--- src/hdl/pje_pkg.sv ---
// Shared types, event and state codes, and the transition table of the print job event machine.
// Depends on nothing; every other file in hdl/ uses it by scoped names.
`default_nettype none

package pje_pkg;

  typedef logic [4:0] ev_t;
  typedef logic [3:0] st_t;
  typedef logic [1:0] stat_t;

  // Event codes that appear in the transition table.
  localparam ev_t EV_INIT          = 5'd0;
  localparam ev_t EV_JOB_SUBMITTED = 5'd3;
  localparam ev_t EV_JOB_START     = 5'd4;
  localparam ev_t EV_JOB_PROGRESS  = 5'd5;
  localparam ev_t EV_JOB_PAUSE     = 5'd6;
  localparam ev_t EV_JOB_RESUME    = 5'd7;
  localparam ev_t EV_JOB_CANCEL    = 5'd8;
  localparam ev_t EV_JOB_COMPLETE  = 5'd9;
  localparam ev_t EV_HW_ERROR      = 5'd10;
  localparam ev_t EV_REFILL_PAPER  = 5'd15;
  localparam ev_t EV_REFILL_TONER  = 5'd16;
  localparam ev_t EV_CLEAR_ERROR   = 5'd17;
  localparam ev_t EV_CYCLE         = 5'd20;

  // Machine states that appear in the transition table.
  localparam st_t ST_INIT          = 4'd0;
  localparam st_t ST_RESET         = 4'd1;
  localparam st_t ST_IDLE          = 4'd2;
  localparam st_t ST_PRINT_START   = 4'd4;
  localparam st_t ST_PRINT_RUNNING = 4'd5;
  localparam st_t ST_PRINT_PAGE    = 4'd6;
  localparam st_t ST_PRINT_PAUSE   = 4'd7;
  localparam st_t ST_PRINT_RESUME  = 4'd8;
  localparam st_t ST_PRINT_FINISH  = 4'd9;
  localparam st_t ST_ERROR         = 4'd10;
  localparam st_t ST_ERROR_RECOV   = 4'd11;
  localparam st_t ST_MAINTENANCE   = 4'd13;

  // Printer status codes.
  localparam stat_t STAT_IDLE     = 2'd0;
  localparam stat_t STAT_PRINTING = 2'd1;
  localparam stat_t STAT_PAUSED   = 2'd2;
  localparam stat_t STAT_ERROR    = 2'd3;

  typedef enum logic [3:0] {
    ACT_NONE, ACT_CHECK, ACT_START, ACT_PAGE, ACT_PAUSE, ACT_RESUME,
    ACT_FINISH, ACT_ERROR, ACT_RECOVER, ACT_PAPER, ACT_TONER
  } act_e;

  typedef struct packed {
    logic hit;
    st_t  to;
    act_e act;
  } trans_t;

  typedef struct packed {
    ev_t  action;
    logic hw_fault;
    logic task_present;
  } req_t;

  typedef struct packed {
    logic        matched;
    st_t         prev_state;
    st_t         new_state;
    stat_t       printer_status;
    logic [15:0] job_pages;
    logic [31:0] total_pages;
    logic [15:0] fault_count;
    logic        paper_refilled;
    logic        toner_refilled;
    logic        self_raised;
    logic [31:0] events_seen;
    logic        last;
  } rsp_t;

  function automatic trans_t hit_to(st_t to, act_e act);
    trans_t t;
    t.hit = 1'b1;
    t.to  = to;
    t.act = act;
    return t;
  endfunction

  // Transition table: one arm per (state, event) pair that fires.
  function automatic trans_t lookup(st_t from, ev_t ev);
    trans_t t;
    unique case ({from, ev})
      {ST_INIT,          EV_INIT}:          t = hit_to(ST_RESET, ACT_NONE);
      {ST_RESET,         EV_CYCLE}:         t = hit_to(ST_IDLE, ACT_NONE);
      {ST_IDLE,          EV_JOB_SUBMITTED}: t = hit_to(ST_PRINT_START, ACT_CHECK);
      {ST_IDLE,          EV_HW_ERROR}:      t = hit_to(ST_ERROR, ACT_ERROR);
      {ST_IDLE,          EV_REFILL_PAPER}:  t = hit_to(ST_MAINTENANCE, ACT_PAPER);
      {ST_IDLE,          EV_REFILL_TONER}:  t = hit_to(ST_MAINTENANCE, ACT_TONER);
      {ST_MAINTENANCE,   EV_CYCLE}:         t = hit_to(ST_IDLE, ACT_NONE);
      {ST_MAINTENANCE,   EV_HW_ERROR}:      t = hit_to(ST_ERROR, ACT_ERROR);
      {ST_PRINT_START,   EV_JOB_START}:     t = hit_to(ST_PRINT_RUNNING, ACT_START);
      {ST_PRINT_START,   EV_HW_ERROR}:      t = hit_to(ST_ERROR, ACT_ERROR);
      {ST_PRINT_RUNNING, EV_JOB_PROGRESS}:  t = hit_to(ST_PRINT_PAGE, ACT_PAGE);
      {ST_PRINT_RUNNING, EV_JOB_PAUSE}:     t = hit_to(ST_PRINT_PAUSE, ACT_PAUSE);
      {ST_PRINT_RUNNING, EV_JOB_COMPLETE}:  t = hit_to(ST_PRINT_FINISH, ACT_FINISH);
      {ST_PRINT_RUNNING, EV_HW_ERROR}:      t = hit_to(ST_ERROR, ACT_ERROR);
      {ST_PRINT_RUNNING, EV_JOB_CANCEL}:    t = hit_to(ST_IDLE, ACT_NONE);
      {ST_PRINT_PAGE,    EV_JOB_PROGRESS}:  t = hit_to(ST_PRINT_RUNNING, ACT_NONE);
      {ST_PRINT_PAGE,    EV_JOB_COMPLETE}:  t = hit_to(ST_PRINT_FINISH, ACT_FINISH);
      {ST_PRINT_PAGE,    EV_HW_ERROR}:      t = hit_to(ST_ERROR, ACT_ERROR);
      {ST_PRINT_PAUSE,   EV_JOB_RESUME}:    t = hit_to(ST_PRINT_RESUME, ACT_RESUME);
      {ST_PRINT_PAUSE,   EV_JOB_CANCEL}:    t = hit_to(ST_IDLE, ACT_NONE);
      {ST_PRINT_PAUSE,   EV_HW_ERROR}:      t = hit_to(ST_ERROR, ACT_ERROR);
      {ST_PRINT_RESUME,  EV_JOB_PROGRESS}:  t = hit_to(ST_PRINT_RUNNING, ACT_NONE);
      {ST_PRINT_FINISH,  EV_CYCLE}:         t = hit_to(ST_IDLE, ACT_NONE);
      {ST_ERROR,         EV_CLEAR_ERROR}:   t = hit_to(ST_ERROR_RECOV, ACT_RECOVER);
      {ST_ERROR,         EV_REFILL_PAPER}:  t = hit_to(ST_MAINTENANCE, ACT_PAPER);
      {ST_ERROR,         EV_REFILL_TONER}:  t = hit_to(ST_MAINTENANCE, ACT_TONER);
      {ST_ERROR_RECOV,   EV_CYCLE}:         t = hit_to(ST_IDLE, ACT_NONE);
      default: begin
        t.hit = 1'b0;
        t.to  = from;
        t.act = ACT_NONE;
      end
    endcase
    return t;
  endfunction

endpackage

`default_nettype wire

--- src/hdl/pje_if.sv ---
// Valid/ready channel interfaces for event requests and result items.
// Depends on pje_pkg for the field types.
`default_nettype none

interface pje_req_if;
  logic          valid;
  logic          ready;
  pje_pkg::ev_t  action;
  logic          hw_fault;
  logic          task_present;

  modport source (output valid, action, hw_fault, task_present, input ready);
  modport sink   (input valid, action, hw_fault, task_present, output ready);
endinterface

interface pje_rsp_if;
  logic          valid;
  logic          ready;
  logic          matched;
  pje_pkg::st_t  prev_state;
  pje_pkg::st_t  new_state;
  pje_pkg::stat_t printer_status;
  logic [15:0]   job_pages;
  logic [31:0]   total_pages;
  logic [15:0]   fault_count;
  logic          paper_refilled;
  logic          toner_refilled;
  logic          self_raised;
  logic [31:0]   events_seen;
  logic          last;

  modport source (output valid, matched, prev_state, new_state, printer_status, job_pages,
                  total_pages, fault_count, paper_refilled, toner_refilled, self_raised,
                  events_seen, last, input ready);
  modport sink   (input valid, matched, prev_state, new_state, printer_status, job_pages,
                  total_pages, fault_count, paper_refilled, toner_refilled, self_raised,
                  events_seen, last, output ready);
endinterface

`default_nettype wire

--- src/hdl/pje_in_reg.sv ---
// Input register for event requests; refills in the same cycle it is drained.
// Depends on pje_pkg for the request type.
`default_nettype none

module pje_in_reg (
  input  wire logic          clk_i,
  input  wire logic          rst_ni,
  input  wire logic          valid_i,
  output logic               ready_o,
  input  wire pje_pkg::req_t data_i,
  output logic               valid_o,
  input  wire logic          pop_i,
  output pje_pkg::req_t      data_o
);

  logic          valid_q, valid_d;
  pje_pkg::req_t data_q;

  // Room whenever empty or emptied in this cycle.
  assign ready_o = !valid_q || pop_i;
  assign valid_d = (valid_i && ready_o) || (valid_q && !pop_i);

  always_ff @(posedge clk_i or negedge rst_ni) begin
    if (!rst_ni) begin
      valid_q <= 1'b0;
    end else begin
      valid_q <= valid_d;
    end
  end

  // Payload needs no reset.
  always_ff @(posedge clk_i) begin
    if (valid_i && ready_o) begin
      data_q <= data_i;
    end
  end

  assign valid_o = valid_q;
  assign data_o  = data_q;

endmodule

`default_nettype wire

--- src/hdl/pje_core.sv ---
// Event machine: status, counters, result register; one transition per unstalled cycle.
// Depends on pje_pkg for codes, the transition table and the payload types.
`default_nettype none

module pje_core (
  input  wire logic          clk_i,
  input  wire logic          rst_ni,
  input  wire logic          in_valid_i,
  input  wire pje_pkg::req_t in_data_i,
  output logic               in_pop_o,
  output logic               out_valid_o,
  input  wire logic          out_ready_i,
  output pje_pkg::rsp_t      out_data_o
);

  pje_pkg::st_t   state_q, state_d;
  pje_pkg::stat_t status_q, status_d;
  logic [15:0]    job_q, job_d;
  logic [31:0]    total_q, total_d;
  logic [15:0]    err_q, err_d;
  logic [31:0]    evcnt_q, evcnt_d;
  logic           pend_q, pend_d;
  logic           out_valid_q, out_valid_d;
  pje_pkg::rsp_t  out_q, out_d;

  pje_pkg::ev_t   ev;
  pje_pkg::trans_t tr;
  logic           fire;
  logic           raise;
  logic           paper;
  logic           toner;
  logic [32:0]    total_sum;

  // A step runs when there is work and the result register can take it.
  assign fire     = (pend_q || in_valid_i) && (!out_valid_q || out_ready_i);
  assign in_pop_o = fire && !pend_q;

  // A pending self-raised error goes ahead of the next request.
  assign ev        = pend_q ? pje_pkg::EV_HW_ERROR : in_data_i.action;
  assign tr        = pje_pkg::lookup(state_q, ev);
  assign total_sum = {1'b0, total_q} + {17'd0, job_q};

  // Action of the fired transition.
  always_comb begin
    status_d = status_q;
    job_d    = job_q;
    total_d  = total_q;
    err_d    = err_q;
    raise    = 1'b0;
    paper    = 1'b0;
    toner    = 1'b0;
    unique case (tr.act)
      pje_pkg::ACT_CHECK: begin
        job_d = 16'd0;
        raise = in_data_i.hw_fault && !pend_q;
      end
      pje_pkg::ACT_START, pje_pkg::ACT_RESUME: begin
        status_d = pje_pkg::STAT_PRINTING;
      end
      pje_pkg::ACT_PAGE: begin
        if (in_data_i.task_present && job_q != 16'hFFFF) begin
          job_d = job_q + 16'd1;
        end
      end
      pje_pkg::ACT_PAUSE: begin
        status_d = pje_pkg::STAT_PAUSED;
      end
      pje_pkg::ACT_FINISH: begin
        status_d = pje_pkg::STAT_IDLE;
        if (in_data_i.task_present) begin
          total_d = total_sum[32] ? 32'hFFFF_FFFF : total_sum[31:0];
        end
      end
      pje_pkg::ACT_ERROR: begin
        status_d = pje_pkg::STAT_ERROR;
        if (err_q != 16'hFFFF) begin
          err_d = err_q + 16'd1;
        end
      end
      pje_pkg::ACT_RECOVER: begin
        status_d = pje_pkg::STAT_IDLE;
      end
      pje_pkg::ACT_PAPER: begin
        paper = 1'b1;
      end
      pje_pkg::ACT_TONER: begin
        toner = 1'b1;
      end
      default: begin
      end
    endcase
  end

  assign state_d = tr.to;
  assign evcnt_d = (evcnt_q != 32'hFFFF_FFFF) ? evcnt_q + 32'd1 : evcnt_q;
  assign pend_d  = fire ? raise : pend_q;
  assign out_valid_d = fire || (out_valid_q && !out_ready_i);

  // Result of this step.
  always_comb begin
    out_d.matched        = tr.hit;
    out_d.prev_state     = state_q;
    out_d.new_state      = state_d;
    out_d.printer_status = status_d;
    out_d.job_pages      = job_d;
    out_d.total_pages    = total_d;
    out_d.fault_count    = err_d;
    out_d.paper_refilled = paper;
    out_d.toner_refilled = toner;
    out_d.self_raised    = pend_q;
    out_d.events_seen    = evcnt_d;
    out_d.last           = !raise;
  end

  // Machine state and counters.
  always_ff @(posedge clk_i or negedge rst_ni) begin
    if (!rst_ni) begin
      state_q     <= pje_pkg::ST_INIT;
      status_q    <= pje_pkg::STAT_IDLE;
      job_q       <= 16'd0;
      total_q     <= 32'd0;
      err_q       <= 16'd0;
      evcnt_q     <= 32'd0;
      pend_q      <= 1'b0;
      out_valid_q <= 1'b0;
    end else begin
      pend_q      <= pend_d;
      out_valid_q <= out_valid_d;
      if (fire) begin
        state_q  <= state_d;
        status_q <= status_d;
        job_q    <= job_d;
        total_q  <= total_d;
        err_q    <= err_d;
        evcnt_q  <= evcnt_d;
      end
    end
  end

  // Result register payload.
  always_ff @(posedge clk_i) begin
    if (fire) begin
      out_q <= out_d;
    end
  end

  assign out_valid_o = out_valid_q;
  assign out_data_o  = out_q;

`ifndef SYNTHESIS
  // While a raised error waits, its first result sits in the result register.
  a_pend_holds_first: assert property (@(posedge clk_i) disable iff (!rst_ni)
    pend_q |-> (out_valid_q && !out_q.last))
    else $error("pending error without its first result held");

  // No request is taken while a raised error waits.
  a_pend_blocks_input: assert property (@(posedge clk_i) disable iff (!rst_ni)
    pend_q |-> !in_pop_o)
    else $error("request taken while a raised error is pending");

  // The raised error always lands in ERROR as a final result.
  a_raised_result: assert property (@(posedge clk_i) disable iff (!rst_ni)
    (fire && pend_q) |=> (out_q.self_raised && out_q.last
                          && out_q.new_state == pje_pkg::ST_ERROR && out_q.matched))
    else $error("self-raised result malformed");

  // Every step counts exactly one event unless the counter is saturated.
  a_event_count: assert property (@(posedge clk_i) disable iff (!rst_ni)
    fire |=> (evcnt_q == $past(evcnt_q) + 32'd1 || evcnt_q == 32'hFFFF_FFFF))
    else $error("event counter did not advance");
`endif

endmodule

`default_nettype wire

--- src/hdl/print_job_event_fsm_top.sv ---
// Top level of the print job event machine: input register feeding the event core.
// Depends on pje_pkg, the pje_req_if / pje_rsp_if interfaces, pje_in_reg and pje_core.
//
//   Channel  Direction  Payload                                    Handshake
//   req_i    in         action, hw_fault, task_present             valid / ready
//   rsp_o    out        matched .. events_seen, last (12 fields)   valid / ready
//
// One event per cycle is taken while the result sink keeps up; an accepted job submission
// with a hardware fault takes one more core step, for the raised error.
// A result is valid once its request has passed the input register, then the result register.
// The result register frees in the cycle it is taken, so a stalled sink holds back only
// the core; the input register still takes one more request.
// Reset is asynchronous and active low; it clears the state, the counters and both valids.
`default_nettype none

module print_job_event_fsm_top (
  input  wire logic clk_i,
  input  wire logic rst_ni,
  pje_req_if.sink   req_i,
  pje_rsp_if.source rsp_o
);

  pje_pkg::req_t in_data;
  pje_pkg::req_t core_data;
  pje_pkg::rsp_t out_data;
  logic          core_valid;
  logic          core_pop;

  assign in_data.action       = req_i.action;
  assign in_data.hw_fault     = req_i.hw_fault;
  assign in_data.task_present = req_i.task_present;

  pje_in_reg u_in_reg (
    .clk_i   (clk_i),
    .rst_ni  (rst_ni),
    .valid_i (req_i.valid),
    .ready_o (req_i.ready),
    .data_i  (in_data),
    .valid_o (core_valid),
    .pop_i   (core_pop),
    .data_o  (core_data)
  );

  pje_core u_core (
    .clk_i       (clk_i),
    .rst_ni      (rst_ni),
    .in_valid_i  (core_valid),
    .in_data_i   (core_data),
    .in_pop_o    (core_pop),
    .out_valid_o (rsp_o.valid),
    .out_ready_i (rsp_o.ready),
    .out_data_o  (out_data)
  );

  assign rsp_o.matched        = out_data.matched;
  assign rsp_o.prev_state     = out_data.prev_state;
  assign rsp_o.new_state      = out_data.new_state;
  assign rsp_o.printer_status = out_data.printer_status;
  assign rsp_o.job_pages      = out_data.job_pages;
  assign rsp_o.total_pages    = out_data.total_pages;
  assign rsp_o.fault_count    = out_data.fault_count;
  assign rsp_o.paper_refilled = out_data.paper_refilled;
  assign rsp_o.toner_refilled = out_data.toner_refilled;
  assign rsp_o.self_raised    = out_data.self_raised;
  assign rsp_o.events_seen    = out_data.events_seen;
  assign rsp_o.last           = out_data.last;

endmodule

`default_nettype wire
--- src/flat_wrapper.sv ---
// flat-port wrapper written by rule: the top's interface ports become plain ports
module print_job_event_fsm_top_flat 
  (clk_i, rst_ni, req_i_valid, req_i_action, req_i_hw_fault, req_i_task_present, req_i_ready, rsp_o_valid, rsp_o_matched, rsp_o_prev_state, rsp_o_new_state, rsp_o_printer_status, rsp_o_job_pages, rsp_o_total_pages, rsp_o_fault_count, rsp_o_paper_refilled, rsp_o_toner_refilled, rsp_o_self_raised, rsp_o_events_seen, rsp_o_last, rsp_o_ready);
  pje_req_if req_i_i ();
  pje_rsp_if rsp_o_i ();
  input  wire logic clk_i;
  input  wire logic rst_ni;
  input wire logic [$bits(req_i_i.valid)-1:0] req_i_valid;
  input wire logic [$bits(req_i_i.action)-1:0] req_i_action;
  input wire logic [$bits(req_i_i.hw_fault)-1:0] req_i_hw_fault;
  input wire logic [$bits(req_i_i.task_present)-1:0] req_i_task_present;
  output wire logic [$bits(req_i_i.ready)-1:0] req_i_ready;
  output wire logic [$bits(rsp_o_i.valid)-1:0] rsp_o_valid;
  output wire logic [$bits(rsp_o_i.matched)-1:0] rsp_o_matched;
  output wire logic [$bits(rsp_o_i.prev_state)-1:0] rsp_o_prev_state;
  output wire logic [$bits(rsp_o_i.new_state)-1:0] rsp_o_new_state;
  output wire logic [$bits(rsp_o_i.printer_status)-1:0] rsp_o_printer_status;
  output wire logic [$bits(rsp_o_i.job_pages)-1:0] rsp_o_job_pages;
  output wire logic [$bits(rsp_o_i.total_pages)-1:0] rsp_o_total_pages;
  output wire logic [$bits(rsp_o_i.fault_count)-1:0] rsp_o_fault_count;
  output wire logic [$bits(rsp_o_i.paper_refilled)-1:0] rsp_o_paper_refilled;
  output wire logic [$bits(rsp_o_i.toner_refilled)-1:0] rsp_o_toner_refilled;
  output wire logic [$bits(rsp_o_i.self_raised)-1:0] rsp_o_self_raised;
  output wire logic [$bits(rsp_o_i.events_seen)-1:0] rsp_o_events_seen;
  output wire logic [$bits(rsp_o_i.last)-1:0] rsp_o_last;
  input wire logic [$bits(rsp_o_i.ready)-1:0] rsp_o_ready;
  assign req_i_i.valid = req_i_valid;
  assign req_i_i.action = req_i_action;
  assign req_i_i.hw_fault = req_i_hw_fault;
  assign req_i_i.task_present = req_i_task_present;
  assign req_i_ready = req_i_i.ready;
  assign rsp_o_valid = rsp_o_i.valid;
  assign rsp_o_matched = rsp_o_i.matched;
  assign rsp_o_prev_state = rsp_o_i.prev_state;
  assign rsp_o_new_state = rsp_o_i.new_state;
  assign rsp_o_printer_status = rsp_o_i.printer_status;
  assign rsp_o_job_pages = rsp_o_i.job_pages;
  assign rsp_o_total_pages = rsp_o_i.total_pages;
  assign rsp_o_fault_count = rsp_o_i.fault_count;
  assign rsp_o_paper_refilled = rsp_o_i.paper_refilled;
  assign rsp_o_toner_refilled = rsp_o_i.toner_refilled;
  assign rsp_o_self_raised = rsp_o_i.self_raised;
  assign rsp_o_events_seen = rsp_o_i.events_seen;
  assign rsp_o_last = rsp_o_i.last;
  assign rsp_o_i.ready = rsp_o_ready;
  print_job_event_fsm_top u_core (.clk_i(clk_i), .rst_ni(rst_ni), .req_i(req_i_i), .rsp_o(rsp_o_i));
endmodule
--- config.mk ---
export PLATFORM = sky130hd
export DESIGN_NAME = print_job_event_fsm_top_flat
export DESIGN_NICKNAME = d
export VERILOG_FILES = /design/src/hdl/pje_pkg.sv /design/src/hdl/pje_if.sv /design/src/hdl/pje_in_reg.sv /design/src/hdl/pje_core.sv /design/src/hdl/print_job_event_fsm_top.sv /design/src/flat_wrapper.sv
export SDC_FILE = /design/constraint.sdc
export NUM_CORES = 1
export LEC_CHECK = 0
export BUFFER_PORTS_ARGS = -buffer_cell sky130_fd_sc_hd__buf_2
export CAP_MARGIN = 15
export CELL_PAD_IN_SITES_DETAIL_PLACEMENT = 1
export CELL_PAD_IN_SITES_GLOBAL_PLACEMENT = 2
export CORE_MARGIN = 1.5
export CORE_UTILIZATION = 39
export CTS_BUF_LIST = sky130_fd_sc_hd__clkbuf_4 sky130_fd_sc_hd__clkbuf_8 sky130_fd_sc_hd__clkbuf_16
export DETAILED_ROUTE_END_ITERATION = 10
export GPL_TIMING_DRIVEN = 0
export PLACE_DENSITY = 0.84
export SLEW_MARGIN = 20
export SYNTH_ARGS = -nofsm -noshare
export SYNTH_HDL_FRONTEND = slang
export SYNTH_SLANG_ARGS = --single-unit
--- constraint.sdc ---
create_clock -name clk_i -period 6.3 [get_ports clk_i]
set_input_delay 0.63 -clock clk_i [delete_from_list [all_inputs] [get_ports clk_i]]
set_output_delay 0.63 -clock clk_i [all_outputs]
set_load 0.01 [all_outputs]
Word level (Yosys, flattened, before mapping):

Cells that the tools add are included.

* register bits after elaboration: 223
* input bits: 11

* $add $sub $neg: 4
* equal/unequal tests: 39
* multiplexer cells: 14
* reduce and logical (&&, ||, !) cells: 27

Operators with widths (count)
* 2-to-1 mux 32 bit: 4
* == test 9 x 8 -> 1 bit, second input constant: 13
* case mux 9 bit (13 select lines): 1
* == test 9 bit, second input constant: 8
* 2-to-1 mux 16 bit: 3
* == test 9 x 7 -> 1 bit, second input constant: 4
* adder 32 x 16 -> 33 bit: 1
* adder 16 x 1 -> 16 bit, second input constant: 2
* adder 32 x 1 -> 32 bit, second input constant: 1
* != test 16 bit, second input constant: 2
* != test 32 bit, second input constant: 1
* case mux 16 bit (2 select lines): 1
* == test 4 x 3 -> 1 bit, second input constant: 4
* == test 4 bit, second input constant: 3
* OR reduction 2 bit: 6
* OR reduction 6 bit: 2
* == test 9 x 6 -> 1 bit, second input constant: 1
* zero test 9 bit: 1
* == test 4 x 2 -> 1 bit, second input constant: 2
* case mux 2 bit (4 select lines): 1
* logical AND 1 bit: 7
* zero test 1 bit: 6
* logical OR 1 bit: 5
* 2-to-1 mux 5 bit: 1
* 2 further kinds: 4

Logic depth before layout (Yosys ltp):

Gate-level depths: netlist (run 1).

* depth after elaboration: 7
* mapped depth: 11
* mapped depth without buffers: 10

Modules after synthesis:

Synthesis (run 1) repeated with hierarchy kept, for this count alone.

* cells, all modules: 1100
* area total of the unflattened synthesis: 11380.9 sq um

By module, submodules not included
* pje_core: instances 1, cells each 1089, area an instance 11116.9 sq um, sequential area each 5935.7 sq um
* pje_in_reg: instances 1, cells each 11, area an instance 264.0 sq um, sequential area each 235.2 sq um

Worst setup path before layout (run 1):

OpenSTA, ideal clock, no wires.

* kind: input -> register
* start: input rsp_o_ready
* end: register u_core.u_core.out_q (netlist bit u_core.u_core.out_data_o[0]), enable pin
* library setup time: 0.519 ns
* data arrival time: 4.509 ns
* required time: 5.781 ns
* path slack: 1.272 ns
* stages on the path: 5
* path buffers: 2
* cells stage by stage: nand2b_1 -> o21ai_1 -> inv_1 -> clkbuf_1 -> clkbuf_1

* word-level cells in the longest chain between the ends: 2

Ends and longest elaborated chain
* start: declaration: line flat_wrapper.sv:26 `input wire logic [$bits(rsp_o_i.ready)-1:0] rsp_o_ready;`
* logical OR 1 bit: line pje_core.sv:35 `assign fire = (pend_q || in_valid_i) && (!out_valid_q || out_ready_i);`
* logical AND 1 bit: line pje_core.sv:35
* via u_core.u_core.fire: line pje_core.sv:28 `logic fire;`
* end signal: assignment: line pje_core.sv:143 `out_q <= out_d;`
* end: declaration: line pje_core.sv:24 `pje_pkg::rsp_t out_q, out_d;`

The timed path passes the listed nets, and every way through them passes these cells.
A chain may end at the register's enable or synchronous reset.

==> results of run 1 <==
flip-flops by register name, indices dropped and copies added, names as in the netlist:
| name | cells |
|---|---|
| u_core.u_core.out_valid_o | 1 |
| u_core.u_core.err_q | 16 |
| u_core.u_in_reg.valid_o | 1 |
| u_core.u_core.out_data_o | 111 |
| u_core.u_core.status_q | 2 |
| u_core.u_core.pend_q | 1 |
| u_core.u_core.job_q | 16 |
| u_core.u_in_reg.data_o | 7 |
| u_core.u_core.total_q | 32 |
| u_core.u_core.evcnt_q | 32 |
| u_core.u_core.state_q | 4 |
kinds of logic after synthesis:
group / share of synthesized area
and+or+nand+nor: 0.202
DFF: 0.538
AOI/OAI and AO/OA: 0.105
xor gates and xnor gates: 0.0733
buffers and inverters: 0.0239
muxes: 0.0351
adders and majority gates: 0.0225
report_power, final:
part | switching, uW | total [uW] | internal, uW
Combinational | 229 | 351 | 122
Sequential | 57.7 | 1720 | 1660
Clock | 607 | 1640 | 1030
cells in the mapped netlist, types with 7 or more instances:
cell        n  share of area
dfrtp_1   105           0.23
xor2_1     39          0.030
mux2_2     22          0.022
nor2_1    113          0.037
edfxtp_1  118           0.31
a21oi_1    43          0.019
mux2i_1    11         0.0096
nor4_1     13         0.0071
or3_1      16         0.0087
o21ai_0    47          0.021
and2_1      9         0.0049
buf_2       9         0.0039
ha_1       19          0.021
o31ai_1    10         0.0065
inv_1      17         0.0056
nand2b_1   14         0.0076
nand2_1   107          0.035
nand3_1    54          0.024
nand4_1    25          0.014
a31oi_1    14         0.0076
a21o_1      9         0.0059
xnor2_1    57          0.044
and3_1     17         0.0093
nor3_1     37          0.016
and4_1      9         0.0069
clkbuf_1   36          0.012
nor2b_1     7         0.0038
worst register-to-register path, delay by kind of cell (launching register included):
kind | cells | cell delay (ns)
adders and majority gates | 1 | 0.40
buffers and inverters | 2 | 0.98
and+or+nand+nor | 2 | 0.40
AOI/OAI and AO/OA | 4 | 1.18
DFF | 1 | 0.49
worst paths after layout:
| kind | from | endpoint | slack (ns) | cells past startpoint |
|---|---|---|---|---|
| max | u_core.u_core.job_q[2]$_DFFE_PN0P_ | u_core.u_core.out_data_o[80]$_DFFE_PP_ | 2.54 | 9 |
| min | rst_ni | u_core.u_core.err_q[6]$_DFFE_PN0P_ | 0.04 | 1 |
| max reg2reg | u_core.u_core.job_q[2]$_DFFE_PN0P_ | u_core.u_core.out_data_o[80]$_DFFE_PP_ | 2.54 | 9 |
| min reg2reg | u_core.u_core.state_q[3]$_DFFE_PN0P_ | u_core.u_core.out_data_o[109]$_DFFE_PP_ | 0.47 | 0 |
| max in group asynchronous | rst_ni | u_core.u_core.total_q[25]$_DFFE_PN0P_ | 5.55 | 2 |
| min in group clk_i | req_i_action[3] | u_core.u_in_reg.data_o[5]$_DFFE_PP_ | 0.28 | 1 |
stage by stage:
step	power [uW]	std cells	cell area [um2]	hold slack (ns)
2_1_floorplan	1940	1085	11500	0.334
3_3_place_gp	2090	1592	12600	0.450
3_5_place_dp	2100	1595	12700	0.457
4_1_cts	3760	1641	13600	0.0365
5_1_grt	3840	1641	13600	0.0486
6_report	3710	1641	13600	0.0384
placed cells by master (no fill, tap or decap), drive strengths merged, types with 19 or more instances in the layout:
cell and count:
a21oi 43, ha 19, clkbuf 65, edfxtp 118, xnor2 57, nand3 54, dfrtp 105, nand4 25
nor2 114, mux2 25, nand2 108, nor3 38, buf 141, inv 19, xor2 39, o21ai 54
per-layer routing:
| metal | up-vias | part of all wire | track usage |
|---|---|---|---|
| li1 | 4265 | - | - |
| met2 | 177 | 0.49 | 0.348 |
| met3 | 46 | 0.034 | 0.0230 |
| met5 | - | 0 | 0 |
| met1 | 4353 | 0.45 | 0.264 |
| met4 | 0 | 0.025 | 0.0534 |
final cells by class:
cell class | count | area, um2
buffer | 51 | 214
tap | 384 | 480
clock buffer | 29 | 656
timing repair buffer | 126 | 704
inverter | 17 | 63.8
sequential | 223 | 6170
fill | 3242 | 15300
multi-input combinational | 794 | 5030
clock inverter | 17 | 269
==> flow_metrics.tcl, run 1 <==
set metrics [dict create \
    core_um2 28900 \
    detail_route.vias_per_cell 5.39 \
    finalNetCount 1269 \
    dp_hpwl_mm 21.6 \
    syn_area_per_cell_um2 10.6 \
    synth_edf_count 118 \
    post-cts-setup-buffer-count 0 \
    die_height_um 175 \
    ys_ff_latch 223 \
    synth_flop_cell "edfxtp_1" \
    finalSetupViolCount 0 \
    timing.hold.worst.class "input pin to async pin" \
    post_synth_inst_count 1085 \
    min_cycle_time_layout_ns 3.76 \
    top_delay_family_on_crit_path "compound AO/OA/AOI/OAI gates" \
    first_iter_violations 489 \
    cts_buffer_depth 3 \
    first_global_vias 9017 \
    maxCapViolations 0 \
    static-leakage-power_uw 0.00574 \
    initial_core_util 0.398 \
    track_usage 0.200 \
    cts-buffers-inserted 25 \
    fp.dieW_um 175 \
    route.vias.total 8841 \
    routed_wirelength_mm 30.4 \
    start_kind "flop" \
    buffers_and_inverters_on_the_worst_path 2 \
    holdBufCountCts 0 \
    antenna_found_initial 0 \
    ant_nets 0 \
    place_congestion 0.861 \
    powerDensity_nw_per_um2 273 \
    die-area_um2 30500 \
    synth-async-reset-ratio 0.471 \
    cts_root_buf "clkbuf_16" \
    clock_sink_count 223 \
    crit_chain "ha_1, nor2b_1, o31ai_1, a21oi_1, a21o_1, o211ai_1, clkbuf_1, clkbuf_1, nand3_1" \
    wl_per_cell_um 18.5 \
    grt_first_pass_wirelength_mm 48.6 \
    fp-row-count 62 \
    fin_util 0.471 \
    grt_setup_unrepaired "no" \
    buffer_ports.inserted 123 \
    critical_path_class "flop to flop" \
    maxSlewViolCount 0 \
    worst_setup_path_end_kind "flop" \
    finalCritPeriodShare 0.597 \
    arrival_ns 3.98 \
    final-hold-violation-count 0 \
    grt_start_max_net_pins 60 \
    clock.fmax_ghz 0.266 \
    max_slew_margin 0.283 \
    design.portCount 124 \
    mappedNetlistArea_um2 11500 \
    place_ws_ns 2.56 \
    yosysWarnings 0 \
    max_stage_delay_ns 0.51 \
    antenna_diode_count 0 \
    worst_ir_drop_vdd_mv 0.214 \
    post_cts_repair_resize_count 0 \
    drt_first_pass_iters 4 \
    worstMarginPinSlew_ns 1.07 \
    area_growth_pct 18.4 \
    seq_area_frac_synth 0.538 \
    slowest_stage "clkbuf_1" \
    fin_tns_setup_ns 0 \
    cts.reportedPaths.clkPinSlew_ns 0.06 \
    critical_path.max_fanout 10 \
    synth.lib_cells_used.distinct 75 \
    fin_worst_skew_ns 0.0133 \
    net_count_after_synthesis 1116 \
    tritoncts "done" \
    path_common_cell "clkbuf_1" \
    worst_ep_required_time_ns 6.52 \
    grt.overflow.total 0 \
    drc 0 \
    h-tree-depth 1 \
    post_route_cells_drive_above_1_share 0.182 \
    outcome "complete, no violations" \
    clk-insertion-delay-late_ns 0.54 \
    minimum_setup_slack_in_the_final_design_ns 2.54 \
]
No activity file was read; power rests on OpenSTA's default activity.
==> inputs of run 2 (changes only) <==
--- a/config.mk
+++ b/config.mk
@@ -10,11 +10,11 @@
 export CELL_PAD_IN_SITES_DETAIL_PLACEMENT = 1
 export CELL_PAD_IN_SITES_GLOBAL_PLACEMENT = 2
 export CORE_MARGIN = 1.5
-export CORE_UTILIZATION = 39
+export CORE_UTILIZATION = 35
 export CTS_BUF_LIST = sky130_fd_sc_hd__clkbuf_4 sky130_fd_sc_hd__clkbuf_8 sky130_fd_sc_hd__clkbuf_16
 export DETAILED_ROUTE_END_ITERATION = 10
 export GPL_TIMING_DRIVEN = 0
-export PLACE_DENSITY = 0.84
+export PLACE_DENSITY = 0.8
 export SLEW_MARGIN = 20
 export SYNTH_ARGS = -nofsm -noshare
 export SYNTH_HDL_FRONTEND = slang
==> constraint.sdc (replaced) <==
create_clock -name clk_i -period 3.05 [get_ports clk_i]
set_input_delay 0.305 -clock clk_i [delete_from_list [all_inputs] [get_ports clk_i]]
set_output_delay 0.305 -clock clk_i [all_outputs]
set_load 0.01 [all_outputs]
==> flow_metrics.tcl, run 2 (synthesis results as in run 1) <==
set metrics [dict create \
    outcome "complete, no violations" \
    clk-insertion-delay-late_ns 0.54 \
    fin_tns_setup_ns 0 \
    post_route_cells_drive_above_1_share 0.215 \
    routed_wirelength_mm 31.6 \
    final-hold-violation-count 0 \
    minimum_setup_slack_in_the_final_design_ns 0.109 \
    clock_sink_count 223 \
    n_fill_cell 3633 \
    design.portCount 124 \
    grt.overflow.total 0 \
    antenna_found_initial 1 \
    holdPathStages 3 \
    route.vias.total 8953 \
    fin_util 0.434 \
    wl_per_cell_um 18.4 \
    max_stage_delay_ns 0.41 \
    clock.fmax_ghz 0.340 \
    buffer_ports.inserted 123 \
    finalSetupViolCount 0 \
    r2r.worst_path.cells 9 \
    area_growth_pct 22.4 \
    path_depth 9 \
    die_height_um 184 \
    first_iter_violations 393 \
    grt_start_max_net_pins 65 \
    worstMarginPinSlew_ns 0.908 \
    multiInputGateArea_um2 5190 \
    maxSlewViolCount 0 \
    h-tree-depth 1 \
    crit_chain "ha_1, a211oi_1, o21bai_1, nor4_2, o21ai_2, a41oi_4, clkbuf_4, or3_1, nand3_1" \
    most-common-layout-cells "131 x buf_2, 118 x edfxtp_1, 111 x nor2_1" \
    maxCapViolations 0 \
    finalNetCount 1287 \
    dp_cells 1652 \
    top_delay_family_on_crit_path "compound AO/OA/AOI/OAI gates" \
    slowest_stage "dfrtp_1" \
    grt_first_pass_wirelength_mm 50.5 \
    max_slew_margin 0.389 \
    dp_hpwl_mm 22.2 \
    powerDensity_nw_per_um2 554 \
    fin_worst_skew_ns 0.0135 \
    die-area_um2 33900 \
    place_congestion 0.836 \
    holdWs_ns 0.129 \
    cts-buffers-inserted 27 \
    finalCritPeriodShare 0.964 \
    timing.hold.worst.class "input pin to flop" \
    cts_root_buf "clkbuf_16" \
    critical_path.max_fanout 10 \
    drc 0 \
    worst_ir_drop_vdd_mv 0.375 \
    critical_path_class "flop to flop" \
    first_global_vias 9248 \
    static-leakage-power_uw 0.00588 \
    detail_route.vias_per_cell 5.21 \
    number_of_flip_flops_in_the_largest_register 111 \
    arrival_ns 3.20 \
    track_usage 0.188 \
    antenna_diode_count 0 \
    regArea_um2 6180 \
    buffers_and_inverters_on_the_worst_path 1 \
    start_kind "flop" \
    worst_ep_required_time_ns 3.31 \
    cts.reportedPaths.clkPinSlew_ns 0.06 \
    drt_first_pass_iters 4 \
    fp.dieW_um 184 \
    finish.cell_count_without_fillers 1719 \
    mostFrequentLayoutCell "buf_2" \
    ant_nets 0 \
    core_um2 32400 \
    worst_setup_path_end_kind "flop" \
    place_ws_ns -0.709 \
    min_cycle_time_layout_ns 2.94 \
    initial_core_util 0.354 \
    cts_buffer_depth 3 \
    tritoncts "done" \
    fp-row-count 66 \
]
run 2: timing repair:
item,in CTS,in global routing
hold buffers,9,0
cloned,0,1
pin swaps,1,7
endpoints found under the setup margin,202,60
resized for setup,27,26
setup buffers,0,9
hold endpoints to repair,62,0
run 2: layout make-up:
| cell class | count | area share |
|---|---|---|
| Tap cell | 442 | 0.0394 |
| Sequential cell | 223 | 0.440 |
| Inverter | 17 | 0.00454 |
| Clock inverter | 19 | 0.0177 |
| Clock buffer | 31 | 0.0511 |
| Timing Repair Buffer | 144 | 0.0602 |
| Multi-Input combinational cell | 794 | 0.370 |
| Buffer | 49 | 0.0175 |
run 2: worst paths after layout:
check	end	startpoint	slack [ns]
max	u_core.u_core.out_data_o[79]$_DFFE_PP_	u_core.u_core.job_q[8]$_DFFE_PN0P_	0.11
min	u_core.u_core.pend_q$_DFFE_PN0P_	rsp_o_ready	0.13
max reg2reg	u_core.u_core.out_data_o[79]$_DFFE_PP_	u_core.u_core.job_q[8]$_DFFE_PN0P_	0.11
min reg2reg	u_core.u_core.out_data_o[109]$_DFFE_PP_	u_core.u_core.state_q[3]$_DFFE_PN0P_	0.47
max in group asynchronous	u_core.u_core.job_q[2]$_DFFE_PN0P_	rst_ni	2.03
min in group asynchronous	u_core.u_core.err_q[7]$_DFFE_PN0P_	rst_ni	0.30
run 2: layer usage:
metal  global-route usage  part of all wire
met1                0.248              0.45
met2                0.325              0.49
met3               0.0263             0.039
met4               0.0462             0.021
met5                    0                 0
run 2: power breakdown:
part / internal (uW) / switching (uW)
sequential: 3430 / 118
clock: 2190 / 1300
combinational: 259 / 485
run 2: metrics by stage:
stage | power [uW] | cell area [um2]
floorplan | 3980 | 11500
global placement | 4310 | 12600
detailed placement | 4350 | 12700
global route | 8100 | 14000
finish | 7780 | 14000
CTS | 7890 | 13900
run 2: worst register-to-register path: stages, from the launching register on:
cell	delay, ns
dfrtp_1	0.41
ha_1	0.40
a211oi_1	0.34
o21bai_1	0.19
nor4_2	0.27
o21ai_2	0.14
a41oi_4	0.36
clkbuf_4	0.30
or3_1	0.14
nand3_1	0.11
